--- src/design/lfcl_pkg.sv ---
`timescale 1ns / 1ps

package lfcl_pkg;

  localparam int unsigned COL_W      = 8;
  localparam int unsigned MA_W       = 14;
  localparam int unsigned LIMIT_W    = 27;
  localparam int unsigned CFG_DATA_W = 27;
  localparam int unsigned CFG_IDX_W  = 3;
  localparam int unsigned SUM_W      = 41;
  localparam int unsigned CUR_OUT_W  = 26;
  localparam int unsigned FCNT_W     = 32;
  localparam int unsigned LVLPROD_W  = 24;
  localparam int unsigned CLPROD_W   = 16;
  localparam int unsigned PROD_W     = CLPROD_W + MA_W;

  localparam int unsigned FULL       = 255;
  localparam int unsigned LEVEL_DIV  = FULL * FULL;
  localparam int unsigned LEVEL_GAP  = 65536 - LEVEL_DIV;
  localparam int unsigned RESCALE_NUM = 254;

  localparam logic [COL_W-1:0]     FULL_LEVEL = COL_W'(FULL);
  localparam logic [CUR_OUT_W-1:0] CUR_MAX    = '1;
  localparam logic [SUM_W-1:0]     SUM_MAX    = '1;

  typedef enum logic [CFG_IDX_W-1:0] {
    CFG_GLOBAL,
    CFG_PANEL,
    CFG_RED,
    CFG_GREEN,
    CFG_BLUE,
    CFG_BASE,
    CFG_LIMIT
  } cfg_idx_e;

  typedef enum logic [1:0] {
    MUL_RED,
    MUL_GREEN,
    MUL_BLUE
  } mul_sel_e;

  typedef enum logic [3:0] {
    S_IDLE,
    S_LVL2,
    S_LVL3,
    S_PROD,
    S_MR,
    S_MG,
    S_MB,
    S_MADD,
    S_DIV1,
    S_DIV1W,
    S_CUR,
    S_CMP,
    S_DIV2W,
    S_SCALE,
    S_OUT
  } ctrl_state_e;

  typedef struct packed {
    logic [COL_W-1:0] red_in;
    logic [COL_W-1:0] green_in;
    logic [COL_W-1:0] blue_in;
    logic [COL_W-1:0] bright_in;
    logic             last_pixel;
  } pix_t;

  typedef struct packed {
    logic [COL_W-1:0]     red_out;
    logic [COL_W-1:0]     green_out;
    logic [COL_W-1:0]     blue_out;
    logic [COL_W-1:0]     level_out;
    logic                 frame_end;
    logic [CUR_OUT_W-1:0] frame_current;
    logic [COL_W-1:0]     rescale;
    logic                 over_limit;
    logic [CUR_OUT_W-1:0] peak_current_out;
    logic [FCNT_W-1:0]    frame_count_out;
  } res_t;

  typedef struct packed {
    logic     load_in;
    logic     lvl2;
    logic     lvl3;
    logic     prod;
    logic     mul_en;
    mul_sel_e mul_sel;
    logic     acc;
    logic     count;
    logic     div_start;
    logic     div_rescale;
    logic     base;
    logic     cur;
    logic     cmp;
    logic     scale;
    logic     load_out;
  } lfcl_cmd_t;

  typedef struct packed {
    logic last;
    logic div_done;
    logic over;
    logic out_free;
  } lfcl_sts_t;

  // floor(x / 65025) for x up to 255^3, quotient estimate from the top byte
  function automatic logic [COL_W-1:0] div_level(input logic [LVLPROD_W-1:0] x);
    logic [COL_W-1:0] q0;
    logic [17:0]      r;
    q0 = x[LVLPROD_W-1:16];
    r  = 18'(x[15:0]) + 18'(q0) * 18'(LEVEL_GAP);
    if (r >= 18'(2 * LEVEL_DIV)) begin
      return q0 + COL_W'(2);
    end else if (r >= 18'(LEVEL_DIV)) begin
      return q0 + COL_W'(1);
    end
    return q0;
  endfunction

  // floor(x / 255) for x up to 255*255
  function automatic logic [COL_W-1:0] div_full(input logic [CLPROD_W-1:0] x);
    logic [COL_W-1:0] q0;
    logic [COL_W:0]   r;
    q0 = x[CLPROD_W-1:COL_W];
    r  = (COL_W+1)'(x[COL_W-1:0]) + (COL_W+1)'(q0);
    if (r >= (COL_W+1)'(2 * FULL)) begin
      return q0 + COL_W'(2);
    end else if (r >= (COL_W+1)'(FULL)) begin
      return q0 + COL_W'(1);
    end
    return q0;
  endfunction

endpackage

--- src/design/lfcl_if.sv ---
`timescale 1ns / 1ps

interface lfcl_pix_if import lfcl_pkg::*; ();
  logic valid;
  logic ready;
  pix_t data;

  modport source (output valid, output data, input ready);
  modport sink (input valid, input data, output ready);
endinterface

interface lfcl_res_if import lfcl_pkg::*; ();
  logic valid;
  logic ready;
  res_t data;

  modport source (output valid, output data, input ready);
  modport sink (input valid, input data, output ready);
endinterface

--- src/design/led_frame_current_limiter.sv ---
`timescale 1ns / 1ps

// LED frame current limiter. Pixels enter as words on pix_i, one at a time, and each
// gives one word on res_o with its colours and scaled brightness level. A pixel that is
// not the last of its frame is worked through before the next one is accepted: the
// three colour currents go through one shared 16x14 multiplier, one colour a cycle.
// The last pixel adds the frame-end work: the frame sum is divided by 255*255 by
// folding its high bits back in, the base current is added and the sum is compared
// with the limit, and when it is over, the rescale factor needs a bit-serial division
// (41 quotient bits). The output register lets a new pixel enter while the previous
// word still waits. Write configuration registers only while the block is idle; any
// write to a defined register index clears the peak current and a global brightness
// write reloads the active brightness.
module led_frame_current_limiter import lfcl_pkg::*; #(
  parameter int unsigned MAX_PIXELS = 1024
) (
  input  logic                  clk_i,
  input  logic                  rst_ni,
  input  logic                  cfg_we_i,
  input  logic [CFG_IDX_W-1:0]  cfg_idx_i,
  input  logic [CFG_DATA_W-1:0] cfg_data_i,
  lfcl_pix_if.sink              pix_i,
  lfcl_res_if.source            res_o
);

  lfcl_cmd_t cmd;
  lfcl_sts_t sts;

  lfcl_ctrl u_ctrl (
    .clk_i      (clk_i),
    .rst_ni     (rst_ni),
    .in_valid_i (pix_i.valid),
    .in_ready_o (pix_i.ready),
    .sts_i      (sts),
    .cmd_o      (cmd)
  );

  lfcl_datapath #(
    .MAX_PIXELS (MAX_PIXELS)
  ) u_datapath (
    .clk_i       (clk_i),
    .rst_ni      (rst_ni),
    .cfg_we_i    (cfg_we_i),
    .cfg_idx_i   (cfg_idx_i),
    .cfg_data_i  (cfg_data_i),
    .pix_i       (pix_i.data),
    .cmd_i       (cmd),
    .sts_o       (sts),
    .res_o       (res_o.data),
    .out_valid_o (res_o.valid),
    .out_ready_i (res_o.ready)
  );

endmodule

--- src/design/lfcl_div.sv ---
`timescale 1ns / 1ps

module lfcl_div import lfcl_pkg::*; #(
  parameter int unsigned NUM_W = 41,
  parameter int unsigned DEN_W = 27
) (
  input  logic             clk_i,
  input  logic             rst_ni,
  input  logic             start_i,
  input  logic [NUM_W-1:0] num_i,
  input  logic [DEN_W-1:0] den_i,
  output logic             done_o,
  output logic [NUM_W-1:0] quo_o
);

  localparam int unsigned CNT_W = $clog2(NUM_W + 1);

  logic             busy_q, busy_d;
  logic             done_q, done_d;
  logic [CNT_W-1:0] cnt_q, cnt_d;
  logic [NUM_W-1:0] num_q, num_d;
  logic [DEN_W-1:0] den_q, den_d;
  logic [DEN_W-1:0] rem_q, rem_d;
  logic [DEN_W:0]   trial;
  logic             ge;

  // restoring division, one quotient bit a cycle
  assign trial = {rem_q, num_q[NUM_W-1]};
  assign ge    = trial >= {1'b0, den_q};

  always_comb begin
    busy_d = busy_q;
    done_d = 1'b0;
    cnt_d  = cnt_q;
    num_d  = num_q;
    den_d  = den_q;
    rem_d  = rem_q;
    if (start_i) begin
      busy_d = 1'b1;
      cnt_d  = CNT_W'(NUM_W);
      num_d  = num_i;
      den_d  = den_i;
      rem_d  = '0;
    end else if (busy_q) begin
      rem_d = ge ? DEN_W'(trial - {1'b0, den_q}) : trial[DEN_W-1:0];
      num_d = {num_q[NUM_W-2:0], ge};
      cnt_d = cnt_q - CNT_W'(1);
      if (cnt_q == CNT_W'(1)) begin
        busy_d = 1'b0;
        done_d = 1'b1;
      end
    end
  end

  always_ff @(posedge clk_i or negedge rst_ni) begin
    if (!rst_ni) begin
      busy_q <= 1'b0;
      done_q <= 1'b0;
      cnt_q  <= '0;
    end else begin
      busy_q <= busy_d;
      done_q <= done_d;
      cnt_q  <= cnt_d;
    end
  end

  always_ff @(posedge clk_i) begin
    num_q <= num_d;
    den_q <= den_d;
    rem_q <= rem_d;
  end

  assign done_o = done_q;
  assign quo_o  = num_q;

  a_no_restart: assert property (@(posedge clk_i) disable iff (!rst_ni)
    start_i |-> !busy_q)
    else $error("divider started while busy");

  a_done_idle: assert property (@(posedge clk_i) disable iff (!rst_ni)
    done_q |-> !busy_q)
    else $error("divider done while still busy");

endmodule

--- src/design/lfcl_ctrl.sv ---
`timescale 1ns / 1ps

module lfcl_ctrl import lfcl_pkg::*; (
  input  logic      clk_i,
  input  logic      rst_ni,
  input  logic      in_valid_i,
  output logic      in_ready_o,
  input  lfcl_sts_t sts_i,
  output lfcl_cmd_t cmd_o
);

  ctrl_state_e state_q, state_d;

  always_ff @(posedge clk_i or negedge rst_ni) begin
    if (!rst_ni) begin
      state_q <= S_IDLE;
    end else begin
      state_q <= state_d;
    end
  end

  always_comb begin
    state_d       = state_q;
    cmd_o         = '0;
    cmd_o.mul_sel = MUL_RED;
    in_ready_o    = 1'b0;
    unique case (state_q)
      S_IDLE: begin
        in_ready_o = 1'b1;
        if (in_valid_i) begin
          cmd_o.load_in = 1'b1;
          state_d       = S_LVL2;
        end
      end
      S_LVL2: begin
        cmd_o.lvl2 = 1'b1;
        state_d    = S_LVL3;
      end
      S_LVL3: begin
        cmd_o.lvl3 = 1'b1;
        state_d    = S_PROD;
      end
      S_PROD: begin
        cmd_o.prod = 1'b1;
        state_d    = S_MR;
      end
      S_MR: begin
        cmd_o.mul_en  = 1'b1;
        cmd_o.mul_sel = MUL_RED;
        state_d       = S_MG;
      end
      S_MG: begin
        cmd_o.mul_en  = 1'b1;
        cmd_o.mul_sel = MUL_GREEN;
        cmd_o.acc     = 1'b1;
        state_d       = S_MB;
      end
      S_MB: begin
        cmd_o.mul_en  = 1'b1;
        cmd_o.mul_sel = MUL_BLUE;
        cmd_o.acc     = 1'b1;
        state_d       = S_MADD;
      end
      S_MADD: begin
        cmd_o.acc   = 1'b1;
        cmd_o.count = 1'b1;
        state_d     = sts_i.last ? S_DIV1 : S_OUT;
      end
      S_DIV1: begin
        cmd_o.div_start = 1'b1;
        cmd_o.base      = 1'b1;
        state_d         = S_DIV1W;
      end
      S_DIV1W: begin
        if (sts_i.div_done) begin
          state_d = S_CUR;
        end
      end
      S_CUR: begin
        cmd_o.cur = 1'b1;
        state_d   = S_CMP;
      end
      S_CMP: begin
        cmd_o.cmp = 1'b1;
        if (sts_i.over) begin
          cmd_o.div_start   = 1'b1;
          cmd_o.div_rescale = 1'b1;
          state_d           = S_DIV2W;
        end else begin
          state_d = S_OUT;
        end
      end
      S_DIV2W: begin
        cmd_o.div_rescale = 1'b1;
        if (sts_i.div_done) begin
          state_d = S_SCALE;
        end
      end
      S_SCALE: begin
        cmd_o.scale = 1'b1;
        state_d     = S_OUT;
      end
      S_OUT: begin
        if (sts_i.out_free) begin
          cmd_o.load_out = 1'b1;
          state_d        = S_IDLE;
        end
      end
      default: begin
        state_d = S_IDLE;
      end
    endcase
  end

  a_done_in_wait: assert property (@(posedge clk_i) disable iff (!rst_ni)
    sts_i.div_done |-> (state_q == S_DIV1W || state_q == S_DIV2W))
    else $error("division finished outside a wait state");

endmodule

--- src/design/lfcl_datapath.sv ---
`timescale 1ns / 1ps

module lfcl_datapath import lfcl_pkg::*; #(
  parameter int unsigned MAX_PIXELS = 1024
) (
  input  logic                  clk_i,
  input  logic                  rst_ni,
  input  logic                  cfg_we_i,
  input  logic [CFG_IDX_W-1:0]  cfg_idx_i,
  input  logic [CFG_DATA_W-1:0] cfg_data_i,
  input  pix_t                  pix_i,
  input  lfcl_cmd_t             cmd_i,
  output lfcl_sts_t             sts_o,
  output res_t                  res_o,
  output logic                  out_valid_o,
  input  logic                  out_ready_i
);

  localparam int unsigned CNT_W  = $clog2(MAX_PIXELS + 1);
  localparam int unsigned BASE_W = MA_W + CNT_W;
  localparam int unsigned CUR_W  = ((BASE_W > CUR_OUT_W) ? BASE_W : CUR_OUT_W) + 1;
  localparam int unsigned FOLD_STEPS = 5;
  localparam int unsigned FSTEP_W    = $clog2(FOLD_STEPS + 1);
  localparam int unsigned HI_W       = SUM_W - CLPROD_W;

  // configuration
  logic [COL_W-1:0]   ab_q, pb_q;
  logic [MA_W-1:0]    rma_q, gma_q, bma_q, base_q;
  logic [LIMIT_W-1:0] limit_q;
  logic               cfg_hit;

  // pixel path
  pix_t                pix_q;
  logic [CLPROD_W-1:0] p1_q;
  logic [LVLPROD_W-1:0] p2_q;
  logic [COL_W-1:0]    level_q;
  logic [CLPROD_W-1:0] rl_q, gl_q, bl_q;
  logic [CLPROD_W-1:0] mul_a;
  logic [MA_W-1:0]     mul_b;
  logic [PROD_W-1:0]   prod_q;

  // frame state
  logic [SUM_W-1:0]     sum_q;
  logic [SUM_W:0]       sum_ext;
  logic [CNT_W-1:0]     count_q;
  logic [BASE_W-1:0]    basep_q;
  logic [CUR_W-1:0]     cur_q;
  logic [CUR_OUT_W-1:0] cur_sat;
  logic                 over_now;
  logic                 over_q;
  logic [COL_W-1:0]     rescale_q;
  logic [CUR_OUT_W-1:0] peak_q;
  logic [FCNT_W-1:0]    fcount_q;

  // frame sum / 65025 by folding the high part back in
  logic [SUM_W-1:0]     frem_q;
  logic [CUR_OUT_W-1:0] fquo_q;
  logic [FSTEP_W-1:0]   fold_cnt_q;
  logic                 fold_done_q;
  logic                 fold_start;
  logic [HI_W-1:0]      fold_hi;
  logic [CUR_OUT_W-1:0] frame_quo;

  // divider
  logic [SUM_W-1:0] div_num;
  logic [CUR_W-1:0] div_den;
  logic [SUM_W-1:0] div_quo;
  logic             div_done;
  logic             div_go;

  // result word
  res_t res_q, res_d;
  logic out_valid_q;

  assign cfg_hit = cfg_we_i && (cfg_idx_i <= CFG_LIMIT);

  always_ff @(posedge clk_i or negedge rst_ni) begin
    if (!rst_ni) begin
      pb_q    <= FULL_LEVEL;
      rma_q   <= '0;
      gma_q   <= '0;
      bma_q   <= '0;
      base_q  <= '0;
      limit_q <= '0;
    end else if (cfg_we_i) begin
      unique case (cfg_idx_i)
        CFG_PANEL: pb_q    <= cfg_data_i[COL_W-1:0];
        CFG_RED:   rma_q   <= cfg_data_i[MA_W-1:0];
        CFG_GREEN: gma_q   <= cfg_data_i[MA_W-1:0];
        CFG_BLUE:  bma_q   <= cfg_data_i[MA_W-1:0];
        CFG_BASE:  base_q  <= cfg_data_i[MA_W-1:0];
        CFG_LIMIT: limit_q <= cfg_data_i[LIMIT_W-1:0];
        default: ;
      endcase
    end
  end

  // active brightness: frame rescale, or reload from a global brightness write
  always_ff @(posedge clk_i or negedge rst_ni) begin
    if (!rst_ni) begin
      ab_q <= FULL_LEVEL;
    end else if (cmd_i.scale) begin
      ab_q <= div_full(CLPROD_W'(ab_q) * CLPROD_W'(div_quo[COL_W-1:0]));
    end else if (cfg_we_i && (cfg_idx_i == CFG_GLOBAL)) begin
      ab_q <= cfg_data_i[COL_W-1:0];
    end
  end

  always_comb begin
    unique case (cmd_i.mul_sel)
      MUL_GREEN: begin
        mul_a = gl_q;
        mul_b = gma_q;
      end
      MUL_BLUE: begin
        mul_a = bl_q;
        mul_b = bma_q;
      end
      default: begin
        mul_a = rl_q;
        mul_b = rma_q;
      end
    endcase
  end

  always_ff @(posedge clk_i) begin
    if (cmd_i.load_in) begin
      pix_q <= pix_i;
      p1_q  <= CLPROD_W'(pix_i.bright_in) * CLPROD_W'(ab_q);
    end
    if (cmd_i.lvl2) begin
      p2_q <= LVLPROD_W'(p1_q) * LVLPROD_W'(pb_q);
    end
    if (cmd_i.lvl3) begin
      level_q <= div_level(p2_q);
    end
    if (cmd_i.prod) begin
      rl_q <= CLPROD_W'(pix_q.red_in) * CLPROD_W'(level_q);
      gl_q <= CLPROD_W'(pix_q.green_in) * CLPROD_W'(level_q);
      bl_q <= CLPROD_W'(pix_q.blue_in) * CLPROD_W'(level_q);
    end
    if (cmd_i.mul_en) begin
      prod_q <= PROD_W'(mul_a) * PROD_W'(mul_b);
    end
    if (cmd_i.base) begin
      basep_q <= BASE_W'(base_q) * BASE_W'(count_q);
    end
    if (cmd_i.cur) begin
      cur_q <= CUR_W'(frame_quo) + CUR_W'(basep_q);
    end
  end

  // saturating colour current sum
  assign sum_ext = {1'b0, sum_q} + (SUM_W+1)'(prod_q);

  always_ff @(posedge clk_i or negedge rst_ni) begin
    if (!rst_ni) begin
      sum_q   <= '0;
      count_q <= '0;
    end else if (cmd_i.load_out && pix_q.last_pixel) begin
      sum_q   <= '0;
      count_q <= '0;
    end else begin
      if (cmd_i.acc) begin
        sum_q <= sum_ext[SUM_W] ? SUM_MAX : sum_ext[SUM_W-1:0];
      end
      if (cmd_i.count && (count_q != CNT_W'(MAX_PIXELS))) begin
        count_q <= count_q + CNT_W'(1);
      end
    end
  end

  // x = q * 65025 + r, the top bits of r go back in as hi * 511
  assign fold_start = cmd_i.div_start && !cmd_i.div_rescale;
  assign fold_hi    = frem_q[SUM_W-1:CLPROD_W];
  assign frame_quo  = fquo_q + CUR_OUT_W'(frem_q >= SUM_W'(LEVEL_DIV));

  always_ff @(posedge clk_i or negedge rst_ni) begin
    if (!rst_ni) begin
      fold_cnt_q  <= '0;
      fold_done_q <= 1'b0;
    end else begin
      fold_done_q <= !fold_start && (fold_cnt_q == FSTEP_W'(1));
      if (fold_start) begin
        fold_cnt_q <= FSTEP_W'(FOLD_STEPS);
      end else if (fold_cnt_q != '0) begin
        fold_cnt_q <= fold_cnt_q - FSTEP_W'(1);
      end
    end
  end

  always_ff @(posedge clk_i) begin
    if (fold_start) begin
      frem_q <= sum_q;
      fquo_q <= '0;
    end else if (fold_cnt_q != '0) begin
      frem_q <= SUM_W'(frem_q[CLPROD_W-1:0]) + SUM_W'(fold_hi) * SUM_W'(LEVEL_GAP);
      fquo_q <= fquo_q + CUR_OUT_W'(fold_hi);
    end
  end

  assign over_now = (limit_q != '0) && (cur_q > CUR_W'(limit_q));
  assign cur_sat  = (cur_q > CUR_W'(CUR_MAX)) ? CUR_MAX : cur_q[CUR_OUT_W-1:0];

  always_ff @(posedge clk_i or negedge rst_ni) begin
    if (!rst_ni) begin
      peak_q    <= '0;
      fcount_q  <= '0;
      over_q    <= 1'b0;
      rescale_q <= FULL_LEVEL;
    end else begin
      if (cmd_i.cmp) begin
        over_q <= over_now;
        if (!over_now) begin
          rescale_q <= FULL_LEVEL;
          fcount_q  <= fcount_q + FCNT_W'(1);
        end
      end
      if (cmd_i.scale) begin
        rescale_q <= div_quo[COL_W-1:0];
      end
      if (cmd_i.cmp && !over_now) begin
        if (cur_sat > peak_q) begin
          peak_q <= cur_sat;
        end
      end else if (cfg_hit) begin
        peak_q <= '0;
      end
    end
  end

  // 254 * limit as shifts
  assign div_num = SUM_W'({limit_q, 8'd0}) - SUM_W'({limit_q, 1'b0});
  assign div_den = cur_q;
  assign div_go  = cmd_i.div_start && cmd_i.div_rescale;

  lfcl_div #(
    .NUM_W (SUM_W),
    .DEN_W (CUR_W)
  ) u_div (
    .clk_i   (clk_i),
    .rst_ni  (rst_ni),
    .start_i (div_go),
    .num_i   (div_num),
    .den_i   (div_den),
    .done_o  (div_done),
    .quo_o   (div_quo)
  );

  always_comb begin
    res_d                  = '0;
    res_d.red_out          = pix_q.red_in;
    res_d.green_out        = pix_q.green_in;
    res_d.blue_out         = pix_q.blue_in;
    res_d.level_out        = level_q;
    res_d.frame_end        = pix_q.last_pixel;
    if (pix_q.last_pixel) begin
      res_d.frame_current    = cur_sat;
      res_d.rescale          = rescale_q;
      res_d.over_limit       = over_q;
      res_d.peak_current_out = peak_q;
      res_d.frame_count_out  = fcount_q;
    end
  end

  always_ff @(posedge clk_i) begin
    if (cmd_i.load_out) begin
      res_q <= res_d;
    end
  end

  always_ff @(posedge clk_i or negedge rst_ni) begin
    if (!rst_ni) begin
      out_valid_q <= 1'b0;
    end else if (cmd_i.load_out) begin
      out_valid_q <= 1'b1;
    end else if (out_ready_i) begin
      out_valid_q <= 1'b0;
    end
  end

  assign res_o       = res_q;
  assign out_valid_o = out_valid_q;

  assign sts_o.last     = pix_q.last_pixel;
  assign sts_o.div_done = div_done || fold_done_q;
  assign sts_o.over     = over_now;
  assign sts_o.out_free = !out_valid_q || out_ready_i;

  a_scale_shrinks: assert property (@(posedge clk_i) disable iff (!rst_ni)
    cmd_i.scale |=> ab_q <= $past(ab_q))
    else $error("active brightness grew on rescale");

  a_rescale_range: assert property (@(posedge clk_i) disable iff (!rst_ni)
    cmd_i.scale |=> rescale_q < FULL_LEVEL)
    else $error("rescale factor out of range");

  a_frame_clear: assert property (@(posedge clk_i) disable iff (!rst_ni)
    cmd_i.load_out && pix_q.last_pixel |=> sum_q == '0 && count_q == '0)
    else $error("frame sum not cleared after last pixel");

endmodule
--- src/flat_wrapper.sv ---
// flat-port wrapper written by rule: the top's interface ports become plain ports
module led_frame_current_limiter_flat import lfcl_pkg::*;
#(
  parameter int unsigned MAX_PIXELS = 1024
)
  (clk_i, rst_ni, cfg_we_i, cfg_idx_i, cfg_data_i, pix_i_valid, pix_i_data, pix_i_ready, res_o_valid, res_o_data, res_o_ready);
  lfcl_pix_if pix_i_i ();
  lfcl_res_if res_o_i ();
  input  logic clk_i;
  input  logic rst_ni;
  input  logic cfg_we_i;
  input  logic [CFG_IDX_W-1:0] cfg_idx_i;
  input  logic [CFG_DATA_W-1:0] cfg_data_i;
  input wire logic [$bits(pix_i_i.valid)-1:0] pix_i_valid;
  input wire logic [$bits(pix_i_i.data)-1:0] pix_i_data;
  output wire logic [$bits(pix_i_i.ready)-1:0] pix_i_ready;
  output wire logic [$bits(res_o_i.valid)-1:0] res_o_valid;
  output wire logic [$bits(res_o_i.data)-1:0] res_o_data;
  input wire logic [$bits(res_o_i.ready)-1:0] res_o_ready;
  assign pix_i_i.valid = pix_i_valid;
  assign pix_i_i.data = pix_i_data;
  assign pix_i_ready = pix_i_i.ready;
  assign res_o_valid = res_o_i.valid;
  assign res_o_data = res_o_i.data;
  assign res_o_i.ready = res_o_ready;
  led_frame_current_limiter #(.MAX_PIXELS(MAX_PIXELS)) u_core (.clk_i(clk_i), .rst_ni(rst_ni), .cfg_we_i(cfg_we_i), .cfg_idx_i(cfg_idx_i), .cfg_data_i(cfg_data_i), .pix_i(pix_i_i), .res_o(res_o_i));
endmodule
--- config.mk ---
export PLATFORM = sky130hd
export DESIGN_NAME = led_frame_current_limiter_flat
export DESIGN_NICKNAME = d
export VERILOG_FILES = /design/src/design/lfcl_pkg.sv /design/src/design/lfcl_if.sv /design/src/design/led_frame_current_limiter.sv /design/src/design/lfcl_div.sv /design/src/design/lfcl_ctrl.sv /design/src/design/lfcl_datapath.sv /design/src/flat_wrapper.sv
export SDC_FILE = /design/constraint.sdc
export NUM_CORES = 2
export LEC_CHECK = 0
export ABC_AREA = 1
export BUFFER_PORTS_ARGS = -buffer_cell sky130_fd_sc_hd__buf_4
export CAP_MARGIN = 20
export CORE_UTILIZATION = 65
export CTS_CLUSTER_DIAMETER = 150
export DETAILED_ROUTE_END_ITERATION = 6
export GPL_ROUTABILITY_DRIVEN = 0
export PLACE_DENSITY = 0.9
export SETUP_SLACK_MARGIN = 0.5
export SKIP_LAST_GASP = 1
export SYNTH_ARGS = -nofsm -noshare
export SYNTH_HDL_FRONTEND = slang
export SYNTH_SLANG_ARGS = --single-unit
--- constraint.sdc ---
create_clock -name clk_i -period 9.6 [get_ports clk_i]
set_input_delay 0.48 -clock clk_i [delete_from_list [all_inputs] [get_ports clk_i]]
set_output_delay 0.48 -clock clk_i [all_outputs]
set_load 0.1 [all_outputs]
==> metrics.json <==
{
  "drt_pass1_iterations": 7,
  "cts_buffer_depth": 3,
  "ioPinCount": 196,
  "final_design_area_no_fill_um2": 77000,
  "timing_worst_setup_path_type": "reg -> reg",
  "async_sr_flop_fraction_pct": 32.4,
  "worstSkewPairLatency_ps": 700,
  "period_needed_ps": 8700,
  "syn_avg_cell_area_um2": 8.53,
  "achievable-frequency_ghz": 0.115,
  "crit_path_max_fanout": 30,
  "floorplan.die.width_um": 333,
  "grt_use_total_pct": 34.2,
  "rsz_0062_raised_after_global_routing": "false",
  "final-setup-viol-count": 0,
  "grt_start_max_net_pins": 82,
  "start_util_pct": 65.5,
  "grt_first_pass_wirelength_um": 305000,
  "number_of_nets_in_the_layout": 9972,
  "drtAntennaViolNets": 0,
  "tritoncts": "yes",
  "finClkSkew_ps": 34.4,
  "finalMaxSlewViolations": 0,
  "outcome": "finished with violations",
  "number_of_enable_flip_flop_cells_after_synthesis": 438,
  "final_common_cell": "sky130_fd_sc_hd__nand2_1",
  "hold_class": "in -> reg",
  "final_hold_viol_count": 0,
  "place_area_um2": 73900,
  "layout_common_cells": "sky130_fd_sc_hd__nand2_1, sky130_fd_sc_hd__inv_1, sky130_fd_sc_hd__ha_1",
  "cts_inserted_buffers": 82,
  "area_growth_pct": 8.00,
  "synth-main-ff-cell": "sky130_fd_sc_hd__edfxtp_1",
  "first_global_vias": 61300,
  "grt_antenna_before_repair": 5,
  "grt.overflow.total": 0,
  "yosys_warnings": 0,
  "setup_total_negative_slack_ps": 0,
  "place.port_buffers": 195,
  "crit_path_top_delay_cell": "sky130_fd_sc_hd__clkinv_1",
  "library_cell_appearing_most_often_on_the_critical_path": "sky130_fd_sc_hd__inv_1",
  "synthesis.instances": 8362,
  "chipHeight_um": 333,
  "avgViaCountPerCell": 5.94,
  "seq_area_frac_synth_pct": 28.2,
  "cts.htree.levels": 3,
  "worst_setup_hold_path_clk_slew_ps": 70,
  "relSlewSlack_pct": 28.4,
  "violations_in_the_final_reports": "design-rule violations",
  "cp_data_arrival_time_ps": 9130,
  "required_ps": 10030,
  "timing.max_cap.violations": 0,
  "std_cell_rows": 121,
  "cts.root.buffer_cell": "sky130_fd_sc_hd__clkbuf_16",
  "number_of_distinct_standard_cells_referenced_by_the_synthesized_netlist": 64,
  "clkSinkCount": 726,
  "min_period_over_period_pct": 90.6,
  "startpoint_type_of_the_worst_setup_path": "register",
  "tightestPinTransition_ps": 1070,
  "die_area_um2": 111000,
  "crit_path_end_kind": "register",
  "cpPeakStageDelay_ps": 580,
  "post_synth_instance_area_um2": 71300,
  "dpl.hpwl_um": 140000,
  "detailroute.via_count": 59000,
  "drt-wirelength-per-cell_um": 18.8,
  "routed_wl_um": 187000,
  "synth-seq-cells": 726,
  "drt_first_iter_violations": 6520,
  "syn-num-nets": 9874,
  "post_route_cells_drive_above_1_share_pct": 5.52,
  "core-area_um2": 109000,
  "drc_errors": 4
}
==> state kept, by name (all words and copies together) (netlist names), 11 cells and up <==
signal	flops
u_core.u_datapath.bma_q	14
u_core.u_datapath.res_o	126
u_core.u_datapath.basep_q	25
u_core.u_datapath.frem_q	41
u_core.u_datapath.count_q	11
u_core.u_datapath.peak_q	26
u_core.u_datapath.gl_q	16
u_core.u_datapath.u_div.rem_q	27
u_core.u_datapath.fcount_q	32
u_core.u_datapath.bl_q	16
u_core.u_datapath.base_q	14
u_core.u_datapath.pix_q	24
u_core.u_datapath.u_div.quo_o	41
u_core.u_datapath.u_div.den_q	27
u_core.u_datapath.gma_q	14
u_core.u_datapath.fquo_q	26
u_core.u_datapath.p2_q	24
u_core.u_datapath.rma_q	14
u_core.u_datapath.rl_q	16
u_core.u_datapath.prod_q	30
u_core.u_datapath.p1_q	16
u_core.u_datapath.cur_q	27
u_core.u_datapath.limit_q	27
u_core.u_datapath.sum_q	41
==> metrics by stage <==
step	utilization (%)	hold slack, ps	cells	setup WS [ps]
2_1_floorplan	-	184	8362	1230
3_3_place_gp	67.9	433	9764	1480
3_5_place_dp	67.9	433	9764	1130
4_1_cts	70.7	24.4	9941	988
5_1_grt	70.7	35.4	9942	544
6_report	70.7	36.1	9945	900
==> cells in the mapped netlist, types with 24 or more instances <==
cell	instances	share of area [%]
sky130_fd_sc_hd__nand2_1	1870	9.8
sky130_fd_sc_hd__inv_1	1751	9.2
sky130_fd_sc_hd__ha_1	731	13
sky130_fd_sc_hd__fa_1	713	20
sky130_fd_sc_hd__nor2_1	464	2.4
sky130_fd_sc_hd__edfxtp_1	438	18
sky130_fd_sc_hd__o21ai_0	411	2.9
sky130_fd_sc_hd__a21oi_1	409	2.9
sky130_fd_sc_hd__xor2_1	238	2.9
sky130_fd_sc_hd__clkbuf_1	212	1.1
sky130_fd_sc_hd__dfrtp_1	211	7.4
sky130_fd_sc_hd__nand3_1	191	1.3
sky130_fd_sc_hd__xnor2_1	112	1.4
sky130_fd_sc_hd__nor3_1	64	0.45
sky130_fd_sc_hd__nand4_1	60	0.53
sky130_fd_sc_hd__dfxtp_1	53	1.5
sky130_fd_sc_hd__o21ai_1	45	0.32
sky130_fd_sc_hd__o211ai_1	38	0.40
sky130_fd_sc_hd__o22ai_1	33	0.29
sky130_fd_sc_hd__nor4_1	31	0.27
sky130_fd_sc_hd__o21bai_1	28	0.29
sky130_fd_sc_hd__dfstp_2	24	0.88
==> area by class of cell <==
cell class                 instances  area (um2)
fill                            7228       31900
clock buffer                     105        2280
inverter                        1771        6650
antenna                            4        10.0
clock inverter                    46         533
tap                             1414        1770
timing repair buffer             257        2000
multi-input combinational       5622       43600
sequential                       726       20100
==> per-layer routing <==
metal  track usage, %  wire [um]
met4             20.8      13000
met5                0         43
met1             39.6      64800
met3             7.34      18400
met2             58.0      90400
==> logic make-up after synthesis <==
kind of cell | after synthesis | share of synthesized area, %
xor gates and xnor gates | 350 | 4.30
AOI/OAI and AO/OA | 1081 | 8.36
adders and majority gates | 1444 | 32.9
and+or+nand+nor | 2747 | 15.6
buffers and inverters | 2014 | 10.7
DFF | 726 | 28.2
==> critical path: cells and delay by family, from the launching register on <==
family / cells / cell delay (ps)
DFF: 1 / 440
AOI/OAI and AO/OA: 7 / 1670
and+or+nand+nor: 7 / 1030
adders and majority gates: 8 / 4030
buffers and inverters: 8 / 1170
xor gates and xnor gates: 1 / 80
==> repair_timing <==
action	CTS	global route
resized for setup	0	1
endpoints found under the setup margin	0	5
setup buffers	0	0
hold endpoints to repair	80	0
hold buffers	26	0
==> path summary, 6_finish.rpt <==
| kind | start | endpoint | slack, ps | cells past startpoint |
|---|---|---|---|---|
| worst max register to register | u_core.u_ctrl.state_q[1] | u_core.u_datapath.prod_q[26] | 900 | 31 |
| worst max-delay path | u_core.u_ctrl.state_q[1] | u_core.u_datapath.prod_q[26] | 900 | 31 |
| worst min-delay path | res_o_ready | u_core.u_datapath.out_valid_o | 40 | 2 |
| worst min register to register | u_core.u_datapath.rescale_q[3] | u_core.u_datapath.rescale_q[3] | 470 | 2 |
| min in group asynchronous | rst_ni | u_core.u_datapath.fcount_q[10] | 310 | 2 |
| max in group asynchronous | rst_ni | u_core.u_datapath.rma_q[9] | 7410 | 4 |
Power is left out: the tool's default activity adds up to more than one toggle a clock period on the data nets, which glitch-free logic cannot reach.
